[config.mk]
export PLATFORM = sky130hd
export DESIGN_NAME = double_hash_table_insert_search
export DESIGN_NICKNAME = d
export VERILOG_FILES = /design/src/hw/rtl/dht_pkg.sv /design/src/hw/rtl/dht_ram.sv /design/src/hw/rtl/dht_ctrl.sv /design/src/hw/rtl/dht_dp.sv /design/src/hw/rtl/double_hash_table_insert_search.sv
export SDC_FILE = /design/constraint.sdc
export NUM_CORES = 2
export LEC_CHECK = 0
export BUFFER_PORTS_ARGS = -buffer_cell sky130_fd_sc_hd__clkbuf_2
export CAP_MARGIN = 40
export CORE_MARGIN = 3
export CORE_UTILIZATION = 55
export CTS_CLUSTER_DIAMETER = 100
export CTS_CLUSTER_SIZE = 40
export DETAILED_ROUTE_END_ITERATION = 12
export MAX_ROUTING_LAYER = met4
export PLACE_DENSITY = 0.71
export REMOVE_ABC_BUFFERS = 1
export SYNTH_ARGS = -nofsm -noshare
export SYNTH_HDL_FRONTEND = slang
export SYNTH_SLANG_ARGS = --single-unit
export TNS_END_PERCENT = 30
[constraint.sdc]
create_clock -name clk -period 7.74 [get_ports clk]
set_input_delay 1.161 -clock clk [delete_from_list [all_inputs] [get_ports clk]]
set_output_delay 1.161 -clock clk [all_outputs]
set_load 0.01 [all_outputs]
[src/hw/rtl/dht_pkg.sv]
// ----------------------------------------------------------------------------
// dht_pkg
// Shared sizes, codes and control structures of the double-hash table.
// ----------------------------------------------------------------------------
package dht_pkg;

    localparam int TABLE_SLOTS = 64;
    localparam int KEY_BYTES   = 8;

    localparam int KEY_IN_W  = 64;
    localparam int KEY_W     = 8 * KEY_BYTES;
    localparam int IDX_W     = $clog2(TABLE_SLOTS);
    localparam int SUM_W     = $clog2(255 * KEY_BYTES + 1);
    localparam int CNT_W     = IDX_W;
    localparam int STEP_MOD  = 7;
    localparam int STEP_W    = 3;
    localparam int STATUS_W  = 3;
    localparam int SLOT_W    = 6;
    localparam int OUT_W     = 16;

    typedef enum logic [STATUS_W-1:0] {
        ST_INSERTED  = 3'd0,
        ST_PRESENT   = 3'd1,
        ST_FULL      = 3'd2,
        ST_FOUND     = 3'd3,
        ST_NOT_FOUND = 3'd4
    } status_t;

    // controller -> datapath
    typedef struct packed {
        logic    load;        // take key and mode, form byte sum
        logic    red_step;    // latch sum mod N and sum mod 7
        logic    probe_init;  // index <= home, latch step
        logic    rd;          // read key store at current index
        logic    advance;     // index <= index + step (mod N)
        logic    ins_write;   // store key at current index, mark valid
        logic    capture;     // latch result
        status_t res_status;
        logic    res_use_slot;
        logic    out_load;    // move result into output register
    } cmd_t;

    // datapath -> controller
    typedef struct packed {
        logic mode;
        logic slot_valid;
        logic key_match;
    } stat_t;

endpackage

[src/hw/rtl/dht_ram.sv]
// ----------------------------------------------------------------------------
// dht_ram
// Generic single-write, single-read RAM with registered read data.
// ----------------------------------------------------------------------------
module dht_ram #(
    parameter int WIDTH = 64,
    parameter int DEPTH = 64
) (
    input  logic                     clk,
    input  logic                     we,
    input  logic [$clog2(DEPTH)-1:0] waddr,
    input  logic [WIDTH-1:0]         wdata,
    input  logic                     re,
    input  logic [$clog2(DEPTH)-1:0] raddr,
    output logic [WIDTH-1:0]         rdata
);

    logic [WIDTH-1:0] mem [DEPTH];
    logic [WIDTH-1:0] rdata_reg;

    always_ff @(posedge clk)
    begin
        if (we)
        begin
            mem[waddr] <= wdata;
        end
        if (re)
        begin
            rdata_reg <= mem[raddr];
        end
    end

    assign rdata = rdata_reg;

endmodule

[src/hw/rtl/dht_ctrl.sv]
// ----------------------------------------------------------------------------
// dht_ctrl
// Sequencer: hash reduction, probe loop, result hand-off.
// ----------------------------------------------------------------------------
module dht_ctrl
    import dht_pkg::*;
(
    input  logic  clk,
    input  logic  rst_n,
    input  logic  s_tvalid,
    output logic  s_tready,
    output logic  m_tvalid,
    input  logic  m_tready,
    output cmd_t  cmd,
    input  stat_t st
);

    typedef enum logic [2:0] {
        S_IDLE,
        S_REDUCE,
        S_HOME,
        S_READ,
        S_CHECK,
        S_DONE
    } state_t;

    localparam logic [CNT_W-1:0] PROBE_LAST = CNT_W'(TABLE_SLOTS - 1);

    state_t            state_reg, state_next;
    logic [CNT_W-1:0]  cnt_reg, cnt_next;
    logic              m_tvalid_reg, m_tvalid_next;

    assign s_tready = (state_reg == S_IDLE);
    assign m_tvalid = m_tvalid_reg;

    always_comb
    begin
        cmd           = '0;
        cmd.res_status = ST_FULL;
        state_next    = state_reg;
        cnt_next      = cnt_reg;
        m_tvalid_next = m_tvalid_reg;

        if (m_tvalid_reg && m_tready)
        begin
            m_tvalid_next = 1'b0;
        end

        case (state_reg)
            S_IDLE:
            begin
                if (s_tvalid)
                begin
                    cmd.load   = 1'b1;
                    cnt_next   = '0;
                    state_next = S_REDUCE;
                end
            end
            S_REDUCE:
            begin
                cmd.red_step = 1'b1;
                state_next   = S_HOME;
            end
            S_HOME:
            begin
                cmd.probe_init = 1'b1;
                cnt_next       = '0;
                state_next     = S_READ;
            end
            S_READ:
            begin
                cmd.rd     = 1'b1;
                state_next = S_CHECK;
            end
            S_CHECK:
            begin
                if (!st.slot_valid)
                begin
                    cmd.capture = 1'b1;
                    if (!st.mode)
                    begin
                        cmd.ins_write    = 1'b1;
                        cmd.res_status   = ST_INSERTED;
                        cmd.res_use_slot = 1'b1;
                    end
                    else
                    begin
                        cmd.res_status = ST_NOT_FOUND;
                    end
                    state_next = S_DONE;
                end
                else if (st.key_match)
                begin
                    cmd.capture      = 1'b1;
                    cmd.res_status   = st.mode ? ST_FOUND : ST_PRESENT;
                    cmd.res_use_slot = 1'b1;
                    state_next       = S_DONE;
                end
                else if (cnt_reg == PROBE_LAST)
                begin
                    cmd.capture    = 1'b1;
                    cmd.res_status = st.mode ? ST_NOT_FOUND : ST_FULL;
                    state_next     = S_DONE;
                end
                else
                begin
                    cmd.advance = 1'b1;
                    cnt_next    = cnt_reg + 1'b1;
                    state_next  = S_READ;
                end
            end
            S_DONE:
            begin
                // wait for the output register to free up
                if (!m_tvalid_reg || m_tready)
                begin
                    cmd.out_load  = 1'b1;
                    m_tvalid_next = 1'b1;
                    state_next    = S_IDLE;
                end
            end
            default:
            begin
                state_next = S_IDLE;
            end
        endcase
    end

    always_ff @(posedge clk or negedge rst_n)
    begin
        if (!rst_n)
        begin
            state_reg    <= S_IDLE;
            cnt_reg      <= '0;
            m_tvalid_reg <= 1'b0;
        end
        else
        begin
            state_reg    <= state_next;
            cnt_reg      <= cnt_next;
            m_tvalid_reg <= m_tvalid_next;
        end
    end

endmodule

[src/hw/rtl/dht_dp.sv]
// ----------------------------------------------------------------------------
// dht_dp
// Datapath: byte sum, mod reduction, probe index, key store,
// valid bits, result and output registers.
// ----------------------------------------------------------------------------
module dht_dp
    import dht_pkg::*;
(
    input  logic                clk,
    input  logic                rst_n,
    input  logic                in_mode,
    input  logic [KEY_IN_W-1:0] in_key,
    input  cmd_t                cmd,
    output stat_t               st,
    output logic [OUT_W-1:0]    out_data
);

    localparam int SLOT_EXT_W = (IDX_W > SLOT_W) ? IDX_W : SLOT_W;
    localparam int RED_GROUPS = (SUM_W + 2) / 3;
    localparam int PAD_W      = 3 * RED_GROUPS;
    localparam int FOLD_W     = $clog2(STEP_MOD * RED_GROUPS + 1);

    logic                   mode_reg;
    logic [KEY_W-1:0]       key_reg;
    logic [SUM_W-1:0]       sum_reg;
    logic [IDX_W-1:0]       remn_reg;
    logic [STEP_W-1:0]      rem7_reg;
    logic [STEP_W-1:0]      step_reg;
    logic [IDX_W-1:0]       idx_reg;
    logic [TABLE_SLOTS-1:0] valid_reg;
    status_t                res_status_reg;
    logic [SLOT_W-1:0]      res_slot_reg;
    status_t                out_status_reg;
    logic [SLOT_W-1:0]      out_slot_reg;

    logic [SUM_W-1:0]       sum_in;
    logic [IDX_W-1:0]       remn_next;
    logic [PAD_W-1:0]       sum_pad;
    logic [FOLD_W-1:0]      fold1;
    logic [STEP_W:0]        fold2;
    logic [STEP_W-1:0]      rem7_next;
    logic [IDX_W:0]         idx_sum;
    logic [IDX_W-1:0]       idx_next;
    logic [SLOT_EXT_W-1:0]  idx_ext;
    logic [KEY_W-1:0]       ram_q;

    // byte sum of the used key bytes
    always_comb
    begin
        sum_in = '0;
        for (int b = 0; b < KEY_BYTES; b++)
        begin
            sum_in = sum_in + SUM_W'(in_key[8*b +: 8]);
        end
    end

    // 8 = 1 mod 7, so adding octal digits keeps the residue; fold twice, then
    // one conditional subtract
    always_comb
    begin
        remn_next = IDX_W'(sum_reg % TABLE_SLOTS);
        sum_pad   = PAD_W'(sum_reg);
        fold1     = '0;
        for (int g = 0; g < RED_GROUPS; g++)
        begin
            fold1 = fold1 + FOLD_W'(sum_pad[3*g +: 3]);
        end
        fold2     = (STEP_W+1)'(fold1[2:0]) + (STEP_W+1)'(fold1[FOLD_W-1:3]);
        rem7_next = (fold2 >= (STEP_W+1)'(STEP_MOD))
                  ? STEP_W'(fold2 - (STEP_W+1)'(STEP_MOD))
                  : fold2[STEP_W-1:0];
    end

    // step is below the table size, so one conditional subtract wraps it
    always_comb
    begin
        idx_sum  = {1'b0, idx_reg} + (IDX_W+1)'(step_reg);
        idx_next = (idx_sum >= (IDX_W+1)'(TABLE_SLOTS))
                 ? IDX_W'(idx_sum - (IDX_W+1)'(TABLE_SLOTS))
                 : idx_sum[IDX_W-1:0];
        idx_ext  = SLOT_EXT_W'(idx_reg);
    end

    always_ff @(posedge clk)
    begin
        if (cmd.load)
        begin
            mode_reg <= in_mode;
            key_reg  <= in_key[KEY_W-1:0];
            sum_reg  <= sum_in;
        end

        if (cmd.red_step)
        begin
            remn_reg <= remn_next;
            rem7_reg <= rem7_next;
        end

        if (cmd.probe_init)
        begin
            idx_reg  <= remn_reg;
            step_reg <= STEP_W'(STEP_MOD) - rem7_reg;
        end
        else if (cmd.advance)
        begin
            idx_reg <= idx_next;
        end

        if (cmd.capture)
        begin
            res_status_reg <= cmd.res_status;
            res_slot_reg   <= cmd.res_use_slot ? idx_ext[SLOT_W-1:0] : '0;
        end

        if (cmd.out_load)
        begin
            out_status_reg <= res_status_reg;
            out_slot_reg   <= res_slot_reg;
        end
    end

    always_ff @(posedge clk or negedge rst_n)
    begin
        if (!rst_n)
        begin
            valid_reg <= '0;
        end
        else if (cmd.ins_write)
        begin
            valid_reg[idx_reg] <= 1'b1;
        end
    end

    dht_ram #(
        .WIDTH (KEY_W),
        .DEPTH (TABLE_SLOTS)
    ) u_key_store (
        .clk   (clk),
        .we    (cmd.ins_write),
        .waddr (idx_reg),
        .wdata (key_reg),
        .re    (cmd.rd),
        .raddr (idx_reg),
        .rdata (ram_q)
    );

    assign st.mode       = mode_reg;
    assign st.slot_valid = valid_reg[idx_reg];
    assign st.key_match  = (ram_q == key_reg);

    assign out_data = {(OUT_W - SLOT_W - STATUS_W)'(0), out_slot_reg, out_status_reg};

endmodule

[src/hw/rtl/double_hash_table_insert_search.sv]
// ----------------------------------------------------------------------------
// double_hash_table_insert_search
// Open-addressing hash table with double hashing; insert and search.
// ----------------------------------------------------------------------------
// One request is handled at a time. The key's bytes are summed on the input
// transfer, then the registered sum is reduced mod TABLE_SLOTS and mod 7, and
// a further state loads the probe index with the home slot (sum mod
// TABLE_SLOTS) and latches the step (7 - sum mod 7). Each probe has a read
// state and a compare-and-decide state because the key store is a RAM with
// registered read. A request stops at probe p (1..TABLE_SLOTS, so at most 64
// probes with 64 slots); the probe loop runs over the single RAM read port.
// The output register lets the next request be taken while a result still
// waits.
// Slot valid bits are flip-flops cleared by reset, so the table is usable
// right after reset.
// ----------------------------------------------------------------------------
module double_hash_table_insert_search
    import dht_pkg::*;
(
    input  logic                clk,
    input  logic                rst_n,
    input  logic                s_tvalid,
    output logic                s_tready,
    input  logic [KEY_IN_W-1:0] s_tdata,   // [63:0] key
    input  logic                s_tuser,   // [0] mode: 0 insert, 1 search
    output logic                m_tvalid,
    input  logic                m_tready,
    output logic [OUT_W-1:0]    m_tdata    // [2:0] status, [8:3] slot, [15:9] zero
);

    cmd_t  cmd;
    stat_t st;

    dht_ctrl u_ctrl (
        .clk      (clk),
        .rst_n    (rst_n),
        .s_tvalid (s_tvalid),
        .s_tready (s_tready),
        .m_tvalid (m_tvalid),
        .m_tready (m_tready),
        .cmd      (cmd),
        .st       (st)
    );

    dht_dp u_dp (
        .clk      (clk),
        .rst_n    (rst_n),
        .in_mode  (s_tuser),
        .in_key   (s_tdata),
        .cmd      (cmd),
        .st       (st),
        .out_data (m_tdata)
    );

endmodule
== Word-level counts from Yosys, hierarchy flattened ==
Memories as Yosys holds them, arrays and structs flattened. A register that Yosys moved wholly into a read port is not among the register bits.
Index checks and enable logic that the tools add are counted.

* $add $sub $neg: 16
* Reduce and logical (&&, ||, !) cells: 9
* Shift-type cells: 0
* Multiply operators: 0
* Order comparisons: 4
* Div/mod/pow operators: 0
* Multiplexer cells: 44
* Eq/ne operators: 12
* Bitwise gates (word level): 1

{| class="wikitable"
|+ Operators by type and width
! operator !! count
|-
| $add A11 B8 Y11 || 6
|-
| $eq A64 B64 Y1 || 1
|-
| $or A64 B64 Y64 || 1
|-
| $mux W6 || 7
|-
| $mux W3 || 8
|-
| $mux W1 || 20
|-
| $pmux W3 S6 || 1
|-
| $pmux W6 S3 || 1
|-
| $add A8 B8 Y9 || 1
|-
| $mux W4 || 2
|-
| $add A6 B3 Y7 || 1
|-
| $ge A7 B7 Y1 const B || 1
|-
| $lt A6 B7 Y1 const B || 1
|-
| $mux W7 || 1
|-
| $add A6 B1 Y6 const B || 1
|-
| $bmux W1 S6 || 1
|-
| $demux W1 S6 || 1
|-
| $eq A3 B2 Y1 const B || 2
|-
| $eq A3 B3 Y1 const B || 2
|-
| $eq A6 B6 Y1 const B || 1
|-
| $ge A6 B1 Y1 const B || 1
|-
| $ne A2 B2 Y1 const B || 3
|-
| $sub A6 B1 Y6 const B || 1
|-
| $add A5 B2 Y5 || 1
|-
| 18 further kinds || 20
|}

* Bits in latches: 0
* Memories kept: 1
* Bits in read-only memories: 0
* Bits in writable memories: 4,096
* Register bits after elaboration: 186
* Word-level logic and storage cells: 102
* Output and inout bits: 18
* Input port bits: 69

{| class="wikitable"
|+ Memories
! name !! words !! bits a word !! read ports !! clocked after Yosys merged registers in !! wr ports !! line !! source
|-
| u_dp.u_key_store.mem || 64 || 64 || 1 || 1 || 1 || dht_ram.sv:18 || <nowiki>logic [WIDTH-1:0] mem [DEPTH];</nowiki>
|}

== Logic depth before layout (Yosys ltp) ==
* Depth in word-level cells: 7
* Gate-level depth with buffers: 22
* Depth with buffers taken out: 22

== Cells and area by module ==
From an unflattened synthesis, not the netlist that was laid out.

* Cell total of the unflattened synthesis: 7,392
* Area, all modules: 166,868.8 um^2

{| class="wikitable"
|+ By module, submodules not included
! module !! area an instance (um^2) !! times used !! seq. area each (um^2) !! cells an instance
|-
| dht_ram || 156,989.3 || 1 || 124,919.8 || 6,598
|-
| dht_dp || 9,208.8 || 1 || 4,964.8 || 715
|-
| dht_ctrl || 670.6 || 1 || 250.2 || 79
|}

== Worst setup path after synthesis ==
Ideal clock, no wire load.

* Path kind: input port to flip-flop
* Start: input s_tdata[0]
* End: register u_dp.sum_reg[10], data pin
* Arrival time: 5,380 ps
* Cell stages on the path: 20
* Path slack: 2,225 ps
* Buffers on the path: 0
* Data required time: 7,605 ps
* Path through: ha_1 > inv_1 > fa_1 > nor2b_1 > o21ai_0 > a21boi_0 > nor2_1 > fa_1 > inv_1 > fa_1 > fa_1 > fa_1 > inv_1 > ha_1 > inv_1 > o21bai_1 > a21oi_1 > o21ai_0 > or4_1 > nand3_1

* Word-level cells in the longest chain between the ends: 7

{| class="wikitable"
|+ RTL lines
! item !! line !! source
|-
| start, declared || double_hash_table_insert_search.sv:24 || <nowiki>input logic [KEY_IN_W-1:0] s_tdata,</nowiki>
|-
| $add A8 B8 Y9 || dht_dp.sv:53 || <nowiki>sum_in = sum_in + SUM_W'(in_key[8*b +: 8]);</nowiki>
|-
| $add A11 B8 Y11 (6 in a row) || dht_dp.sv:53 ||
|-
| via u_dp.sum_in[10] || dht_dp.sv:36 || <nowiki>logic [SUM_W-1:0] sum_in;</nowiki>
|-
| end signal, assigned || dht_dp.sv:90 || <nowiki>sum_reg <= sum_in;</nowiki>
|-
| end, declared || dht_dp.sv:25 || <nowiki>logic [SUM_W-1:0] sum_reg;</nowiki>
|}

The timed path passes the listed nets, and every way through them passes these cells.
A chain may end at the register's enable or synchronous reset.

== Worst setup path in the final report ==
* Start: register u_dp.idx_reg[0] (netlist: u_dp.idx_ext[0])
* End: memory u_dp.u_key_store.mem[53][38] (enable)

* Word-level cells in the longest chain between the ends: 6

{| class="wikitable"
|+ RTL lines
! item !! line !! source
|-
| start, declared || dht_dp.sv:29 || <nowiki>logic [IDX_W-1:0] idx_reg;</nowiki>
|-
| start signal, assigned || dht_dp.sv:101 || <nowiki>idx_reg <= remn_reg;</nowiki>
|-
| start signal, assigned || dht_dp.sv:106 || <nowiki>idx_reg <= idx_next;</nowiki>
|-
| $bmux W1 S6 || dht_dp.sv:148 || <nowiki>assign st.slot_valid = valid_reg[idx_reg];</nowiki>
|-
| $mux W1 (not written as such) || dht_dp.sv:148 ||
|-
| $mux W1 || dht_ctrl.sv:77 || <nowiki>if (!st.slot_valid)</nowiki>
|-
| $mux W7 || dht_ctrl.sv:49 || <nowiki>case (state_reg)</nowiki>
|-
| $mux W1 || dht_ram.sv:23 || <nowiki>if (we)</nowiki>
|-
| $mux W1 (not written as such) || dht_ram.sv:25 || <nowiki>mem[waddr] <= wdata;</nowiki>
|-
| end, declared || dht_ram.sv:18 ||
|}

Several ways; a longest one is shown, not always the timed one. The select of a mux whose other input is x is not followed.

==> impl_metrics.tcl <==
set metrics [dict create \
    crit_cells 9 \
    ys_types 60 \
    top_register "u_dp.u_key_store.mem" \
    antenna_found_initial 17 \
    ys_async_sr_fraction_pct 1.70 \
    end_kind "flip-flop" \
    critPathLaunchType "flip-flop" \
    yosysSeqAreaShare_pct 82.3 \
    crit_fanout 24 \
    rsz0062_at_grt "no" \
    coreArea_um2 285000 \
    grt-ovfl-total 0 \
    cts_hold_buf 0 \
    syn_area_per_cell_um2 19.0 \
    worst_path_max_delay_cell "edfxtp_1" \
    vias 91547 \
    setup_viol 0 \
    largest_register_ffs 4096 \
    crit_type "flip-flop to flip-flop" \
    cpPeakStageDelay_ns 0.78 \
    cp.required_ns 8.29 \
    clock_skew_ns 0.0548 \
    period_share_pct 72.7 \
    ys_seq_elements 4346 \
    leakage_nw 51.1 \
    drtIter0Drc 17792 \
    port_buffers 79 \
    hold_viol_final 0 \
    grt_pass1_vias 85229 \
    syn_area_um2 158000 \
    postPlaceCellArea_um2 166000 \
    drive_above_1_share_pct 9.10 \
    power_density_nw_per_um2 316 \
    dp_cells 12009 \
    crit_arrival_ns 6.17 \
    r2r_cells 9 \
    vias_per_cell 7.50 \
    hold_class "primary input to async pin" \
    synthTopCellsByCount "edfxtp_1, a22oi_1, a221oi_1, a22o_1, a31oi_1" \
    slew_headroom_pct 33.0 \
    fin_cells 12209 \
    dp_hpwl_um 267000 \
    fin_area_um2 170000 \
    cp_top_family "simple AND/OR/NAND/NOR gates" \
    avgRoutedWirePerCell_um 41.2 \
    area_delta_synth_final_pct 7.54 \
    routabilityCongestion 0.911 \
    max_freq_mhz 178 \
    yosys_warnings 0 \
    status "complete, no violations" \
    worst_pin_slew_ns 1.01 \
    clk_latency_ns 0.90 \
    die_x_um 542 \
    fp.dieH_um 542 \
    drv_cap 0 \
    drc 0 \
    final-max-slew-violation-count 0 \
    post_cts_buffers 0 \
    numCtsBuffers 140 \
    synthTopCellsByArea "edfxtp_1, a22oi_1, a221oi_1, a22o_1, a31oi_1" \
    dr.pass1.iters 6 \
    cts_resized 0 \
    initial_core_util_pct 55.4 \
    syn-instance-count 8337 \
    min_period_ns 5.63 \
    grt.total_usage_pct 34.5 \
    num_rows 196 \
    cts_buffer_depth 4 \
    ant_nets 0 \
    die_area_um2 294000 \
    hold-worst-slack_ns 0.272 \
    clkTransAtPathRegs_ns 0.13 \
    yosysMostFrequentCell "edfxtp_1" \
    synth_enable_flop_cells 4272 \
    layout.nets 8544 \
    io_pins 87 \
    root_buffer "clkbuf_16" \
    grt_pass1_wl_um 686000 \
    peakVddDrop_mv 0.274 \
    yosys.area.top_type "edfxtp_1" \
    cts_max_level 4 \
    crit_chain "buf_4 -> mux4_2 -> and2_1 -> a2111oi_0 -> a32o_1 -> nand4_1 -> buf_6 -> nor2_4 -> buf_4" \
    synth_ff_type "edfxtp_1" \
    netlist.area_leader.share_pct 81.2 \
    final_util_pct 59.5 \
    cp_common_cell "buf_4" \
    cts_tree "built" \
    drt-total-wl_um 503000 \
    cts_sinks 4346 \
    cp_num_buf_inv 3 \
    grt_start_max_net_pins 133 \
    fin_tns_setup_ns 0 \
]
==> power by group <==
| group | switching (mW) | internal [mW] | total [mW] | leakage [nW] |
|---|---|---|---|---|
| sequential | 0.228 | 27.5 | 27.7 | 39.5 |
| clock | 6.64 | 3.58 | 10.2 | 1.95 |
| combinational | 11.0 | 4.83 | 15.8 | 9.70 |
| total | 17.9 | 35.9 | 53.8 | 51.1 |
==> cells by family (layout without fill, tap and decap cells) <==
| logic type | count (synthesis) | after routing | synth area share, % |
|---|---|---|---|
| simple gates | 537 | 537 | 1.88 |
| buf+inv | 624 | 709 | 1.60 |
| other cells | 1 | 26 | 0.00237 |
| mux | 26 | 26 | 0.250 |
| xor+xnor | 83 | 83 | 0.460 |
| flops | 4346 | 4346 | 82.3 |
| compound gates | 2637 | 2637 | 12.6 |
| fa+ha+maj | 83 | 83 | 0.871 |
==> worst register-to-register path, stage by stage, from the launching register on <==
cell and delay, ns:
edfxtp_1 0.78, buf_4 0.43, mux4_2 0.55, and2_1 0.17, a2111oi_0 0.49, a32o_1 0.56
nand4_1 0.58, buf_6 0.36, nor2_4 0.67, buf_4 0.62
==> cell type report <==
class	instances	area [µm²]
multi-input combinational	3373	26000
fill	20069	115000
antenna	19	47.5
sequential	4346	130000
clock buffer	151	3610
inverter	89	334
timing repair buffer	442	4700
tap	3762	4710
clock inverter	27	414
==> cells in the final DEF, fill, tap and decap left out, drive strengths merged, types with 18 or more instances in the layout <==
cell type and n:
nand4 158, inv 94, fa 45, nor4 62, buf 363, edfxtp 4272
a22oi 1220, diode 19, nor2 87, a31oi 374, a21oi 165, ha 38
a22o 415, a221oi 415, xnor2 72, clkbuf 230, nand3 57, or2 64
o21ai 18, nand2 54, dfrtp 74
==> layer usage <==
layer,vias up,wire [µm],global-route usage [%]
met3,1349,79400,9.46
met5,-,0,-
li1,35076,-,-
met1,46409,169000,46.2
met4,0,32100,17.0
met2,8713,222000,49.2
==> path summary, 6_finish.rpt <==
path | from | end | slack [ns]
min reg2reg | u_dp.res_status_reg[1] | u_dp.out_status_reg[1] | 0.44
max reg2reg | u_dp.idx_ext[0] | u_dp.u_key_store.mem[53][38] | 2.11
min | rst_n | u_ctrl.m_tvalid | 0.27
min in group clk | u_dp.res_status_reg[1] | u_dp.out_status_reg[1] | 0.44
max | u_dp.idx_ext[0] | u_dp.u_key_store.mem[53][38] | 2.11
max in group asynchronous | rst_n | u_dp.valid_reg[54] | 6.87
==> through the flow <==
| stage | worst slack, ns | power, mW |
|---|---|---|
| detailed placement | 1.36 | 43.6 |
| CTS | 2.21 | 53.3 |
| global route | 1.94 | 55.2 |
| floorplan | -10.23 | 39.0 |
| finish | 2.11 | 53.8 |
| global placement | 1.19 | 43.3 |
No activity file was read; power rests on OpenSTA's default activity.
